**config.mk**
```make
export PLATFORM = sky130hd
export DESIGN_NAME = bgd_cell
export DESIGN_NICKNAME = d
export VERILOG_FILES = /design/src/rtl/banknote_greedy_dispenser_macros.svh /design/src/rtl/bgd_pkg.sv /design/src/rtl/bgd_cell.sv
export SDC_FILE = /design/constraint.sdc
export NUM_CORES = 1
export LEC_CHECK = 0
export ABC_AREA = 0
export BUFFER_PORTS_ARGS = -buffer_cell sky130_fd_sc_hd__buf_2
export CORE_MARGIN = 2
export CORE_UTILIZATION = 50
export DETAILED_ROUTE_END_ITERATION = 10
export PLACE_DENSITY = 0.71
export SYNTH_ARGS = -nofsm -noshare
export SYNTH_HDL_FRONTEND = slang
export SYNTH_SLANG_ARGS = --single-unit
```
**constraint.sdc**
```tcl
create_clock -name clk -period 7.82 [get_ports clk]
set_clock_uncertainty 0.1 [all_clocks]
set_input_delay 0.391 -clock clk [delete_from_list [all_inputs] [get_ports clk]]
set_output_delay 0.391 -clock clk [all_outputs]
set_load 0.02 [all_outputs]
```
**src/rtl/banknote_greedy_dispenser_macros.svh**
```systemverilog
// assertion macros for the banknote dispenser
`ifndef BANKNOTE_GREEDY_DISPENSER_MACROS_SVH
`define BANKNOTE_GREEDY_DISPENSER_MACROS_SVH

// antecedent implies consequent in the same cycle
`define BGD_ASSERT_SAME(lbl, ante, cons, msg) \
    lbl: assert property (@(posedge clk) disable iff (!rst_n) (ante) |-> (cons)) \
        else $error(msg);

// antecedent implies consequent in the next cycle
`define BGD_ASSERT_NEXT(lbl, ante, cons, msg) \
    lbl: assert property (@(posedge clk) disable iff (!rst_n) (ante) |=> (cons)) \
        else $error(msg);

`endif

```
**src/rtl/bgd_pkg.sv**
```systemverilog
// shared types, codes and constants for the banknote dispenser
package bgd_pkg;

    localparam int NUM_DENOMS  = 7;
    localparam int VALUE_BITS  = 24;
    localparam int QTY_BITS    = 16;
    localparam int DENOM_BITS  = 7;
    localparam int SUM_EXTRA   = 8;

    localparam int DENOMS [NUM_DENOMS] = '{1, 2, 5, 10, 20, 50, 100};

    localparam logic [VALUE_BITS-1:0] BAL_MAX = '1;

    localparam logic [1:0] REQ_LOAD     = 2'd0;
    localparam logic [1:0] REQ_CHECK    = 2'd1;
    localparam logic [1:0] REQ_WITHDRAW = 2'd2;

    localparam logic [1:0] STAT_OK        = 2'd0;
    localparam logic [1:0] STAT_UNPAYABLE = 2'd1;
    localparam logic [1:0] STAT_BAD_DENOM = 2'd2;

    typedef enum logic
    {
        TOK_LOAD,
        TOK_PASS
    } tok_op_t;

    typedef enum logic [1:0]
    {
        ST_IDLE,
        ST_BUSY,
        ST_HOLD
    } state_t;

    typedef struct packed
    {
        logic [1:0]            req_type;
        logic [QTY_BITS-1:0]   quantity;
        logic [VALUE_BITS-1:0] value;
    } req_t;

    typedef struct packed
    {
        logic [1:0]            status;
        logic [VALUE_BITS-1:0] balance;
    } rsp_t;

    // token handed from cell to cell
    typedef struct packed
    {
        logic                  valid;
        tok_op_t               op;
        logic [QTY_BITS-1:0]   qty;
        logic [VALUE_BITS-1:0] rem;
    } tok_t;

    function automatic logic is_denom(input logic [VALUE_BITS-1:0] val);
        logic hit;
        hit = 1'b0;
        for (int i = 0; i < NUM_DENOMS; i++)
        begin
            if (val == VALUE_BITS'(DENOMS[i]))
            begin
                hit = 1'b1;
            end
        end
        return hit;
    endfunction

endpackage

```
**src/rtl/bgd_cell.sv**
```systemverilog
// one denomination cell: holds a note count, two register stages per token
module bgd_cell
    import bgd_pkg::*;
#(
    parameter int COUNT_BITS = 16,
    parameter int DENOM      = 1
)
(
    input  logic                            clk,
    input  logic                            rst_n,
    input  tok_t                            tok_in,
    input  logic [COUNT_BITS+SUM_EXTRA-1:0] delta_in,
    input  logic                            commit,
    output tok_t                            tok_out,
    output logic [COUNT_BITS+SUM_EXTRA-1:0] delta_out
);

    localparam int RW  = VALUE_BITS;
    localparam int SW  = COUNT_BITS + SUM_EXTRA;
    localparam int K   = RW + $clog2(DENOM);
    localparam int MW  = RW + 1;
    localparam int PRW = RW + MW;
    localparam longint unsigned MAG =
        ((64'd1 << K) + 64'(DENOM) - 64'd1) / 64'(DENOM);
    localparam logic [MW-1:0] MAGIC = MW'(MAG);
    localparam int WW = (COUNT_BITS > RW) ? COUNT_BITS : RW;
    localparam int TW = (COUNT_BITS < RW) ? COUNT_BITS : RW;
    localparam int QW = (COUNT_BITS > QTY_BITS) ? COUNT_BITS : QTY_BITS;
    localparam int AW = (COUNT_BITS < QTY_BITS) ? COUNT_BITS : QTY_BITS;
    localparam logic [COUNT_BITS-1:0] CMAX = '1;

    logic [COUNT_BITS-1:0] count_reg, count_next;
    logic [TW-1:0]         take_reg;

    logic                  s1_valid_reg;
    tok_op_t               s1_op_reg;
    logic [QTY_BITS-1:0]   s1_qty_reg;
    logic [RW-1:0]         s1_rem_reg;
    logic [RW-1:0]         s1_q_reg;
    logic [AW-1:0]         s1_add_reg;
    logic [SW-1:0]         s1_delta_reg;

    tok_t                  tok_reg, tok_next;
    logic [SW-1:0]         delta_reg, delta_next;

    logic [PRW-1:0]        quot_prod;
    logic [RW-1:0]         quot;
    logic [COUNT_BITS-1:0] room;
    logic [QW-1:0]         add_w;
    logic [AW-1:0]         add_amt;
    logic                  match;
    logic [WW-1:0]         take_w;
    logic [TW-1:0]         take;
    logic [TW+DENOM_BITS-1:0] pay;
    logic [AW+DENOM_BITS-1:0] add_val;

    // stage one: exact quotient by reciprocal, load room
    always_comb
    begin
        quot_prod = PRW'(tok_in.rem) * PRW'(MAGIC);
        quot      = RW'(quot_prod >> K);
        room      = CMAX - count_reg;
        add_w     = (QW'(tok_in.qty) > QW'(room)) ? QW'(room) : QW'(tok_in.qty);
        add_amt   = AW'(add_w);
        match     = (tok_in.op == TOK_LOAD) && (tok_in.rem == RW'(DENOM));
    end

    // stage two: notes taken, remainder and balance delta
    always_comb
    begin
        take_w  = (WW'(count_reg) < WW'(s1_q_reg)) ? WW'(count_reg) : WW'(s1_q_reg);
        take    = TW'(take_w);
        pay     = (TW+DENOM_BITS)'(take) * (TW+DENOM_BITS)'(DENOM);
        add_val = (AW+DENOM_BITS)'(s1_add_reg) * (AW+DENOM_BITS)'(DENOM);

        tok_next.valid = s1_valid_reg;
        tok_next.op    = s1_op_reg;
        tok_next.qty   = s1_qty_reg;
        tok_next.rem   = (s1_op_reg == TOK_PASS) ? (s1_rem_reg - RW'(pay)) : s1_rem_reg;
        delta_next     = s1_delta_reg + SW'(add_val);

        count_next = count_reg;
        if (commit)
        begin
            count_next = count_reg - COUNT_BITS'(take_reg);
        end
        else if (s1_valid_reg && (s1_op_reg == TOK_LOAD))
        begin
            count_next = count_reg + COUNT_BITS'(s1_add_reg);
        end
    end

    always_ff @(posedge clk or negedge rst_n)
    begin
        if (!rst_n)
        begin
            count_reg    <= '0;
            s1_valid_reg <= 1'b0;
            tok_reg      <= '0;
        end
        else
        begin
            count_reg    <= count_next;
            s1_valid_reg <= tok_in.valid;
            tok_reg      <= tok_next;
        end
    end

    always_ff @(posedge clk)
    begin
        s1_op_reg    <= tok_in.op;
        s1_qty_reg   <= tok_in.qty;
        s1_rem_reg   <= tok_in.rem;
        s1_q_reg     <= quot;
        s1_add_reg   <= match ? add_amt : '0;
        s1_delta_reg <= delta_in;
        delta_reg    <= delta_next;
        if (s1_valid_reg && (s1_op_reg == TOK_PASS))
        begin
            take_reg <= take;
        end
    end

    assign tok_out   = tok_reg;
    assign delta_out = delta_reg;

endmodule

```
==> results.cfg, run 1 <==
[clock_tree]
path_clk_slew_ns = 0.07
insertion_delay_ns = 0.44
ctsRootBufferMaster = clkbuf_16
cts_resized = 0
cts_tree = yes
post_cts_buffers = 0
clockBufferDepth = 2
htreeDepth = 4
cts.hold.buffers_added = 59
clkSinkCount = 180
cts_inserted_buffers = 17

[finish]
drive_above_1_share_pct = 17.9
fin_cells = 1370
largest_reg_flops = 42
multi_input_area_sq_um = 4640
fin_util_pct = 62.2
final_nets = 1272
syn2layout_area_growth_pct = 22.2
seq_area_sq_um = 4060
fillers = 1481
n_antenna_cell = 0

[routing]
drtPass1Iterations = 5
vias = 7435
drc = 0
ant_nets = 0
vias_per_cell = 5.43
wire_per_inst_um = 15.6
finalWirelength_mm = 21.4
first_iter_violations = 464

[logic_synthesis]
synth_enable_flop_cells = 16
ys_seq_area_share_pct = 44.5
synth_warnings = 0
netlist_instances = 944
synth_area_leaders = dfxtp_1 23%, dfrtp_1 16%, ha_1 9.9%
synth.top_cell.area_share_pct = 23.1
synth_top_area_cell = dfxtp_1
syn_avg_cell_area_sq_um = 9.65
ys_types = 76
synth_nets = 1088
synth_ff_type = dfxtp_1
synthArstFlopShare_pct = 32.8
synth-seq-cells = 180
netlist_area_sq_um = 9110

[timing]
maxSlewViolCount = 0
setup_viol = 0
finalHoldViolCount = 0
relSlewSlack_pct = 44.9
fin_setup_tns_ns = 0
grt_setup_unrepaired = no
timing.hold.ws_ns = 0.0204
final.period_utilization_pct = 71.9
tightest_slew_ns = 0.824
fmax_mhz = 178
period_needed_ns = 5.62

[grt]
grt-busiest-layer = met2
grt.overflow.total = 0
met2_usage_pct = 37.6
antenna_found_initial = 0
grt_start_max_net_pins = 60
use_met1_pct = 30.0
grt_pass1_wl_mm = 35.3
grt_use_met3_pct = 4.59
grt_usage_pct = 22.5
grt_pass1_vias = 7351

[placement]
dp_cells = 1278
dp.final_hpwl_mm = 15.4
gp_congestion = 0.902
io_buffers = 134

[worst_setup_path]
crit_slowest_cell = a211oi_1
crit_fanout = 27
r2r_start = s1_rem_reg[5]$_DFF_P_
worstSetupEndpointType = flop
critPathKind = reg2reg
cp_slowest_stage_delay_ns = 0.54
cp.arrival_ns = 5.82
ff2ff_path_depth = 19
cp-start-kind = flop
cp.buffers_inverters = 2
timing.rr.end = tok_out[11]$_DFF_PN0_
crit_family = compound AO/OA/AOI/OAI gates
crit_required_ns = 8.01
regToRegSetupSlack_ns = 2.20
path_cells = inv_1 > ha_1 > a21o_1 > a211oi_1 > a41o_2 > nand2_1 > buf_4 > a21oi_1 > ha_1 > o21a_1 > or2_2 > nand2_1 > mux2i_4 > or4_1 > a41oi_4 > o22a_4 > mux2_1 > o221ai_1 > a21oi_1

[power]
power.switching_mw = 1.38
seq_power_share_pct = 34.5
p_comb_share_pct = 41.7
internal_power_mw = 2.14
power.density_nw_per_um2 = 316
ir_drop_v = 0.000201
p_leak_nw = 5.01
swShare_pct = 39.1
clockPowerShare_pct = 23.8

[run]
cap_violations = 0

[die]
core-area_sq_um = 17900
rows = 49
die_h_um = 139
start_util_pct = 50.9
dieArea_sq_um = 19300
io_pins = 135
die_w_um = 139

[worst_hold_path]
min_path_type = in2reg
hold_depth = 1
min_to = s1_qty_reg[11]$_DFF_P_
holdCritStartpoint = tok_in[35]

[outcome]
status = finished clean
-- cell type report --
| cell class | instances | share of cell area, % |
|---|---|---|
| Clock inverter | 14 | 1.39 |
| Timing Repair Buffer | 200 | 11.8 |
| Sequential cell | 180 | 36.4 |
| Tap cell | 229 | 2.57 |
| Clock buffer | 18 | 3.85 |
| Inverter | 67 | 2.26 |
| Multi-Input combinational cell | 662 | 41.7 |
-- metrics by stage --
stage | setup WS [ns] | total power, mW | area (sq um)
2_1_floorplan | 2.10 | 2.31 | 9110
3_3_place_gp | 2.40 | 2.62 | 9950
3_5_place_dp | 2.27 | 2.65 | 9950
4_1_cts | 2.22 | 3.53 | 11100
5_1_grt | 1.92 | 3.78 | 11100
6_report | 2.20 | 3.52 | 11100
-- worst reg2reg max path, cell delays in order, from the launching register on --
cell and delay, ns:
dfxtp_1 0.50, inv_1 0.17, ha_1 0.34, a21o_1 0.19, a211oi_1 0.54, a41o_2 0.35, nand2_1 0.15, buf_4 0.27
a21oi_1 0.25, ha_1 0.32, o21a_1 0.14, or2_2 0.31, nand2_1 0.14, mux2i_4 0.09, or4_1 0.53, a41oi_4 0.32
o22a_4 0.22, mux2_1 0.32, o221ai_1 0.17, a21oi_1 0.07
-- power groups by stage --
stage | registers, mW | clock network [mW] | logic, mW
after detailed placement | 1.23 | 0 | 1.42
after CTS | 1.21 | 0.852 | 1.46
final | 1.21 | 0.835 | 1.47
after floorplan | 1.26 | 0 | 1.05
after global routing | 1.24 | 0.897 | 1.65
after global placement | 1.22 | 0 | 1.40
-- cells by family after synthesis --
logic type      count (synthesis)  synth area share, %
simple gates                  279                 14.8
compound gates                214                 15.4
flops                         180                 44.5
buf+inv                       102                 4.59
fa+ha+maj                      80                 11.1
xor+xnor                       62                 5.96
mux                            27                 3.58
-- routing by layer --
layer | vias to the layer above | part of all wire (%) | wire length (um)
li1 | 3704 | - | -
met2 | 220 | 47 | 10100
met4 | 0 | 1.3 | 276
met1 | 3492 | 46 | 9810
met5 | - | 0 | 0
met3 | 19 | 5.4 | 1160
-- cells in the final DEF, fill, tap and decap left out, types with 29 or more instances in the layout --
cell	count
a21oi_1	63
buf_2	134
dfrtp_1	59
dfxtp_1	105
dlygate4sd3_1	60
ha_1	72
inv_1	67
nand2_1	66
nor2_1	87
nor3_1	34
o21ai_0	56
xnor2_1	33
xor2_1	29
-- cell usage after synthesis (16+ instances only) --
library cell and n:
dfxtp_1 105, nor2_1 87, ha_1 72, inv_1 67
nand2_1 66, a21oi_1 63, dfrtp_1 59, o21ai_0 56
nor3_1 34, xnor2_1 33, xor2_1 29, clkbuf_1 27
mux2i_1 21, a31oi_1 16, edfxtp_1 16
-- worst max path at each step --
stage,to,cells past startpoint,startpoint,slack (ns)
final,tok_out[11]$_DFF_PN0_,19,s1_rem_reg[5]$_DFF_P_,2.20
after global routing,tok_out[11]$_DFF_PN0_,21,s1_rem_reg[12]$_DFF_P_,1.92
after CTS,tok_out[11]$_DFF_PN0_,19,s1_rem_reg[22]$_DFF_P_,2.22
after detailed placement,tok_out[11]$_DFF_PN0_,19,s1_rem_reg[22]$_DFF_P_,2.27
after global placement,tok_out[11]$_DFF_PN0_,19,s1_rem_reg[22]$_DFF_P_,2.40
after floorplan,tok_out[11]$_DFF_PN0_,25,s1_rem_reg[12]$_DFF_P_,2.10
(Power assumes the default switching activity.)
==> run 2: changes to the inputs <==
--- a/config.mk
+++ b/config.mk
@@ -10,7 +10,7 @@
 export CORE_MARGIN = 2
 export CORE_UTILIZATION = 50
 export DETAILED_ROUTE_END_ITERATION = 10
-export PLACE_DENSITY = 0.71
+export PLACE_DENSITY = 0.74
 export SYNTH_ARGS = -nofsm -noshare
 export SYNTH_HDL_FRONTEND = slang
 export SYNTH_SLANG_ARGS = --single-unit
==> constraint.sdc (replaced) <==
create_clock -name clk -period 4.89 [get_ports clk]
set_clock_uncertainty 0.1 [all_clocks]
set_input_delay 0.2445 -clock clk [delete_from_list [all_inputs] [get_ports clk]]
set_output_delay 0.2445 -clock clk [all_outputs]
set_load 0.02 [all_outputs]
==> run 2 against run 1 <==
Count of clock-buffer cells in the layout grew 6. Critical endpoint is now tok_out[17]$_DFF_PN0_. Non-clock buffer count is 33 higher. Hold slack gained 0.21 ns. Design area up 3.1%. Total power up 65%. Final cell count increased by 2.4%. Combinational power increased by 78%. Flip-flop and latch count is the same. Die area did not move. Critical path type unchanged. Highest routed layer unchanged.
==> results.cfg, run 2 (synthesis gave the netlist of run 1 again) <==
[grt]
grt_pass1_wl_mm = 35.8
grt_usage_pct = 22.9
met2_usage_pct = 38.8
grt_use_met3_pct = 3.42
grt_start_max_net_pins = 60
grt-busiest-layer = met2
grt.overflow.total = 0
antenna_found_initial = 0
grt_pass1_vias = 7368
use_met1_pct = 30.5

[timing]
final.period_utilization_pct = 98.6
finalHoldViolCount = 0
relSlewSlack_pct = 44.8
grt_setup_unrepaired = yes
fmax_mhz = 207
tightest_slew_ns = 0.828
maxSlewViolCount = 0
setup_viol = 0
fin_setup_tns_ns = 0
period_needed_ns = 4.82

[power]
internal_power_mw = 3.59
ir_drop_v = 0.000321
seq_power_share_pct = 32.1
power_mw = 5.79
p_comb_share_pct = 45.3
power.density_nw_per_um2 = 505
swShare_pct = 38.1
power.switching_mw = 2.21
clockPowerShare_pct = 22.6
p_leak_nw = 5.19

[routing]
finalWirelength_mm = 22.0
first_iter_violations = 474
ant_nets = 0
vias_per_cell = 5.37
drc = 0
vias = 7540
wire_per_inst_um = 15.7
drtPass1Iterations = 5

[worst_setup_path]
cp-start-kind = flop
worstSetupEndpointType = flop
path_cells = or4_4 > nor4_4 > a21bo_4 > a41o_4 > nand2_4 > buf_8 > nor2_1 > a21oi_1 > ha_1 > nand4_1 > mux2i_4 > or4_4 > a41oi_4 > buf_6 > o21a_4 > o21ai_4 > a221oi_2 > xor2_1
cp_slowest_stage_delay_ns = 0.55
crit_required_ns = 5.15
ff2ff_path_depth = 18
critPathKind = reg2reg
crit_fanout = 28
path_common_cell = or4_4
crit_slowest_cell = or4_4
timing.rr.end = tok_out[17]$_DFF_PN0_
cp.arrival_ns = 5.08
regToRegSetupSlack_ns = 0.07
r2r_start = s1_rem_reg[20]$_DFF_P_

[finish]
syn2layout_area_growth_pct = 26.0
seq_area_sq_um = 4060
largest_reg_flops = 42
n_antenna_cell = 0
drive_above_1_share_pct = 20.1
fillers = 1415
final_nets = 1305
final_common_cell = buf_2
final_cell_mix = 134 x buf_2, 103 x dfxtp_1, 87 x nor2_1
multi_input_area_sq_um = 4720

[die]
rows = 49
io_pins = 135
start_util_pct = 50.9
core-area_sq_um = 17900
die_w_um = 139
die_h_um = 139
dieArea_sq_um = 19300

[run]
cap_violations = 0

[clock_tree]
htreeDepth = 4
clockBufferDepth = 2
insertion_delay_ns = 0.43
cts_inserted_buffers = 17
cts_tree = yes
ctsRootBufferMaster = clkbuf_16
clkSinkCount = 180
path_clk_slew_ns = 0.07

[placement]
dp.final_hpwl_mm = 15.9
io_buffers = 134
gp_congestion = 0.873

[outcome]
status = finished clean

[worst_hold_path]
min_to = tok_out[32]$_DFF_PN0_
hold_depth = 0
min_path_type = reg2reg
holdCritStartpoint = s1_qty_reg[8]$_DFF_P_
run 2: cell types whose count changed in the layout (fill, tap and decap cells not counted), sizes merged:
| cell | before | now |
|---|---|---|
| inv | 76 | 71 |
| clkinvlp | 0 | 1 |
| clkinv | 5 | 3 |
| dlygate4sd3 | 60 | 67 |
| clkbuf | 18 | 24 |
| buf | 140 | 166 |
run 2: layer usage:
metal	up-vias	wire, um	part of all wire [%]
met1	3502	10200	46
met3	29	1050	4.8
met4	0	350	1.6
met5	-	0	0
li1	3769	-	-
met2	240	10500	47
run 2: through the flow:
stage                     hold WS [ns]  std cells  setup WS, ns  utilization, %  instance area [sq um]
after CTS                        0.227       1399        0.0577            63.8                  11400
final                            0.227       1403        0.0677            64.1                  11500
after floorplan                 -0.151        944       -0.0738               -                   9200
after global routing             0.231       1403       -0.0612            64.1                  11500
after global placement           0.217       1300        0.0987            56.8                  10200
after detailed placement         0.220       1300        0.0268            56.8                  10200
run 2: power by group through the flow:
stage	Clock, mW	Sequential, mW	Combinational [mW]
after floorplan	0	2.01	1.71
after global placement	0	1.89	2.44
after detailed placement	0	1.89	2.49
after CTS	1.33	1.86	2.57
after global routing	1.39	1.89	2.89
final	1.31	1.86	2.62
run 2: cell type report:
type	instances	area share (%)
Multi-Input combinational cell	662	41.1
Sequential cell	180	35.4
Timing Repair Buffer	233	13.9
Clock buffer	24	4.39
Tap cell	229	2.50
Inverter	67	2.19
Clock inverter	8	0.556
run 2: worst max-delay path by stage:
stage	startpoint	slack [ns]	endpoint
2_1_floorplan	s1_rem_reg[22]$_DFF_P_	-0.07	tok_out[11]$_DFF_PN0_
3_3_place_gp	s1_rem_reg[22]$_DFF_P_	0.1	tok_out[11]$_DFF_PN0_
3_5_place_dp	s1_rem_reg[22]$_DFF_P_	0.03	tok_out[11]$_DFF_PN0_
5_1_grt	s1_rem_reg[20]$_DFF_P_	-0.06	tok_out[17]$_DFF_PN0_
4_1_cts	s1_rem_reg[22]$_DFF_P_	0.06	tok_out[11]$_DFF_PN0_
6_report	s1_rem_reg[20]$_DFF_P_	0.07	tok_out[17]$_DFF_PN0_
run 2: critical path: cells and delay by family, from the launching register on:
kind,cells,cell delay (ns)
buf+inv,2,0.35
fa+ha+maj,1,0.33
mux,1,0.10
flops,1,0.36
xor+xnor,1,0.17
simple gates,6,1.77
compound gates,7,1.57
run 2: what timing repair did:
item,CTS,global route
hold buffers,67,0
pin swaps,0,7
setup buffers,0,4
resized for setup,2,6
endpoints found under the hold margin,130,0
setup endpoints to repair,1,5
==> run 3: changes to the inputs <==
--- a/config.mk
+++ b/config.mk
@@ -10,7 +10,7 @@
 export CORE_MARGIN = 2
 export CORE_UTILIZATION = 50
 export DETAILED_ROUTE_END_ITERATION = 10
-export PLACE_DENSITY = 0.74
+export PLACE_DENSITY = 0.71
 export SYNTH_ARGS = -nofsm -noshare
 export SYNTH_HDL_FRONTEND = slang
 export SYNTH_SLANG_ARGS = --single-unit
==> constraint.sdc (replaced) <==
create_clock -name clk -period 4.78 [get_ports clk]
set_clock_uncertainty 0.1 [all_clocks]
set_input_delay 0.478 -clock clk [delete_from_list [all_inputs] [get_ports clk]]
set_output_delay 0.478 -clock clk [all_outputs]
set_load 0.02 [all_outputs]
==> run 3 against run 2 <==
Hold slack worse by 0.18 ns. Sequential share of layout area up 1.9 points. Clock power about the same. Worst setup slack improved by 0.035 ns. Count of clock-buffer cells in the layout fell by 5. Sequential power increased by 2%. Flip-flop and latch count is the same. Largest power group unchanged.
==> results.cfg, run 3 (synthesis gave the netlist of run 1 again) <==
[outcome]
status = finished clean

[clock_tree]
clkSinkCount = 180
cts_inserted_buffers = 17
cts.hold.buffers_added = 0
ctsRootBufferMaster = clkbuf_16
cts_tree = yes
insertion_delay_ns = 0.43
htreeDepth = 4
path_clk_slew_ns = 0.07
clockBufferDepth = 2

[worst_setup_path]
r2r_start = s1_rem_reg[22]$_DFF_P_
crit_slowest_cell = or4_4
cp-startpoint = s1_rem_reg[22]$_DFF_P_
crit_fanout = 6
cp-endpoint = tok_out[11]$_DFF_PN0_
cp-start-kind = flop
worstSetupEndpointType = flop
regToRegSetupSlack_ns = 0.10
crit_required_ns = 4.99
critPathKind = reg2reg
cp.arrival_ns = 4.89
cp_slowest_stage_delay_ns = 0.54
timing.rr.end = tok_out[11]$_DFF_PN0_
ff2ff_path_depth = 19
path_cells = or4_4 > nor4_4 > a21bo_4 > a41o_4 > nand2_4 > nor2_4 > a21oi_2 > ha_1 > nor2b_1 > o21a_1 > or2_4 > nand2_4 > mux2i_4 > or4_4 > a41oi_4 > o22a_4 > mux2_4 > o221ai_2 > a21oi_1

[grt]
grt_start_max_net_pins = 60
grt.overflow.total = 0
grt_pass1_vias = 6881
grt_usage_pct = 21.9
grt_pass1_wl_mm = 34.1
antenna_found_initial = 0

[run]
cap_violations = 0

[timing]
finalHoldViolCount = 0
final.period_utilization_pct = 97.9
maxSlewViolCount = 0
period_needed_ns = 4.68
relSlewSlack_pct = 45.0
fmax_mhz = 214
grt_setup_unrepaired = yes
setup_viol = 0
tightest_slew_ns = 0.825

[finish]
postLayoutCellArea_sq_um = 10900
n_antenna_cell = 0
fin_cells = 1347
final_common_cell = buf_2
fillers = 1526
fin_util_pct = 60.9
drive_above_1_share_pct = 22.6
final_cell_mix = 134 x buf_2, 103 x dfxtp_1, 86 x nor2_1
syn2layout_area_growth_pct = 19.6
final_nets = 1249
largest_reg_flops = 42

[die]
dieArea_sq_um = 19300
core-area_sq_um = 17900
die_w_um = 139
io_pins = 135
start_util_pct = 50.9
die_h_um = 139
rows = 49

[routing]
vias_per_cell = 5.36
vias = 7224
ant_nets = 0
drc = 0
finalWirelength_mm = 21.2
drtPass1Iterations = 6
wire_per_inst_um = 15.7
first_iter_violations = 484

[power]
ir_drop_v = 0.000332
p_leak_nw = 4.98
power.density_nw_per_um2 = 541

[placement]
io_buffers = 134
dp_cells = 1312
placed_area_sq_um = 10300
gp_congestion = 0.919
dp.final_hpwl_mm = 16.2

[worst_hold_path]
min_path_type = in2reg
run 3: changes by cell type in the layout (fill, tap and decap cells not counted), sizes merged:
| cell | previous run | this run |
|---|---|---|
| buf | 166 | 177 |
| clkbuf | 24 | 19 |
| clkinvlp | 1 | 0 |
| dlygate4sd3 | 67 | 0 |
| inv | 71 | 77 |
run 3: layout make-up:
cell class	count	area (sq um)	share of cell area [%]
Timing Repair Buffer	177	993	9.12
Clock buffer	19	464	4.26
Inverter	67	251	2.31
Sequential cell	180	4060	37.3
Clock inverter	13	106	0.976
Tap cell	229	287	2.63
Multi-Input combinational cell	662	4730	43.4
run 3: worst max-delay path: cells and delay by family (launching register included):
| family | cells | cell delay [ns] |
|---|---|---|
| adders and majority gates | 1 | 0.25 |
| muxes | 2 | 0.37 |
| and+or+nand+nor | 8 | 1.95 |
| DFF | 1 | 0.34 |
| AOI/OAI and AO/OA | 8 | 1.54 |
run 3: worst min path at each step:
stage | end | depth (start not counted) | from | slack, ns
after global placement | tok_out[35]$_DFF_PN0_ | 0 | s1_qty_reg[11]$_DFF_P_ | 0.22
after CTS | s1_delta_reg[22]$_DFF_P_ | 1 | delta_in[22] | 0.03
after detailed placement | tok_out[24]$_DFF_PN0_ | 0 | s1_qty_reg[0]$_DFF_P_ | 0.22
after global routing | s1_delta_reg[20]$_DFF_P_ | 1 | delta_in[20] | 0.04
after floorplan | count_reg[0]$_DFFE_PN0P_ | 0 | rst_n | 0.08
final | s1_delta_reg[22]$_DFF_P_ | 1 | delta_in[22] | 0.04
run 3: stage by stage:
| stage | power, mW | setup WS (ns) | hold slack [ns] | setup TNS (ns) |
|---|---|---|---|---|
| floorplan | 3.81 | -0.182 | 0.0824 | -0.279 |
| global placement | 4.47 | 0.0794 | 0.217 | 0 |
| detailed placement | 4.51 | 0.0185 | 0.220 | 0 |
| CTS | 5.88 | 0.0499 | 0.0315 | 0 |
| global route | 6.30 | -0.0653 | 0.0365 | -0.203 |
| finish | 5.89 | 0.103 | 0.0441 | 0 |
run 3: timing repair:
action | 4_1_cts | 5_1_grt
resized for setup | 1 | 4
setup buffers | 0 | 3
endpoints found under the setup margin | 1 | 7
pin swaps | 0 | 5
run 3: report_power, final:
| part | switching, mW | total (mW) | internal [mW] |
|---|---|---|---|
| Clock | 0.614 | 1.34 | 0.727 |
| Combinational | 1.51 | 2.65 | 1.13 |
| Sequential | 0.133 | 1.90 | 1.77 |
| Total | 2.26 | 5.89 | 3.63 |
run 3: layer usage:
| metal | part of all wire [%] | GRT usage, % | wire (um) |
|---|---|---|---|
| met5 | 0 | 0 | 0 |
| met4 | 1.6 | 6.43 | 332 |
| met3 | 5.6 | 3.69 | 1190 |
| met2 | 46 | 35.8 | 9810 |
| met1 | 47 | 30.2 | 9860 |
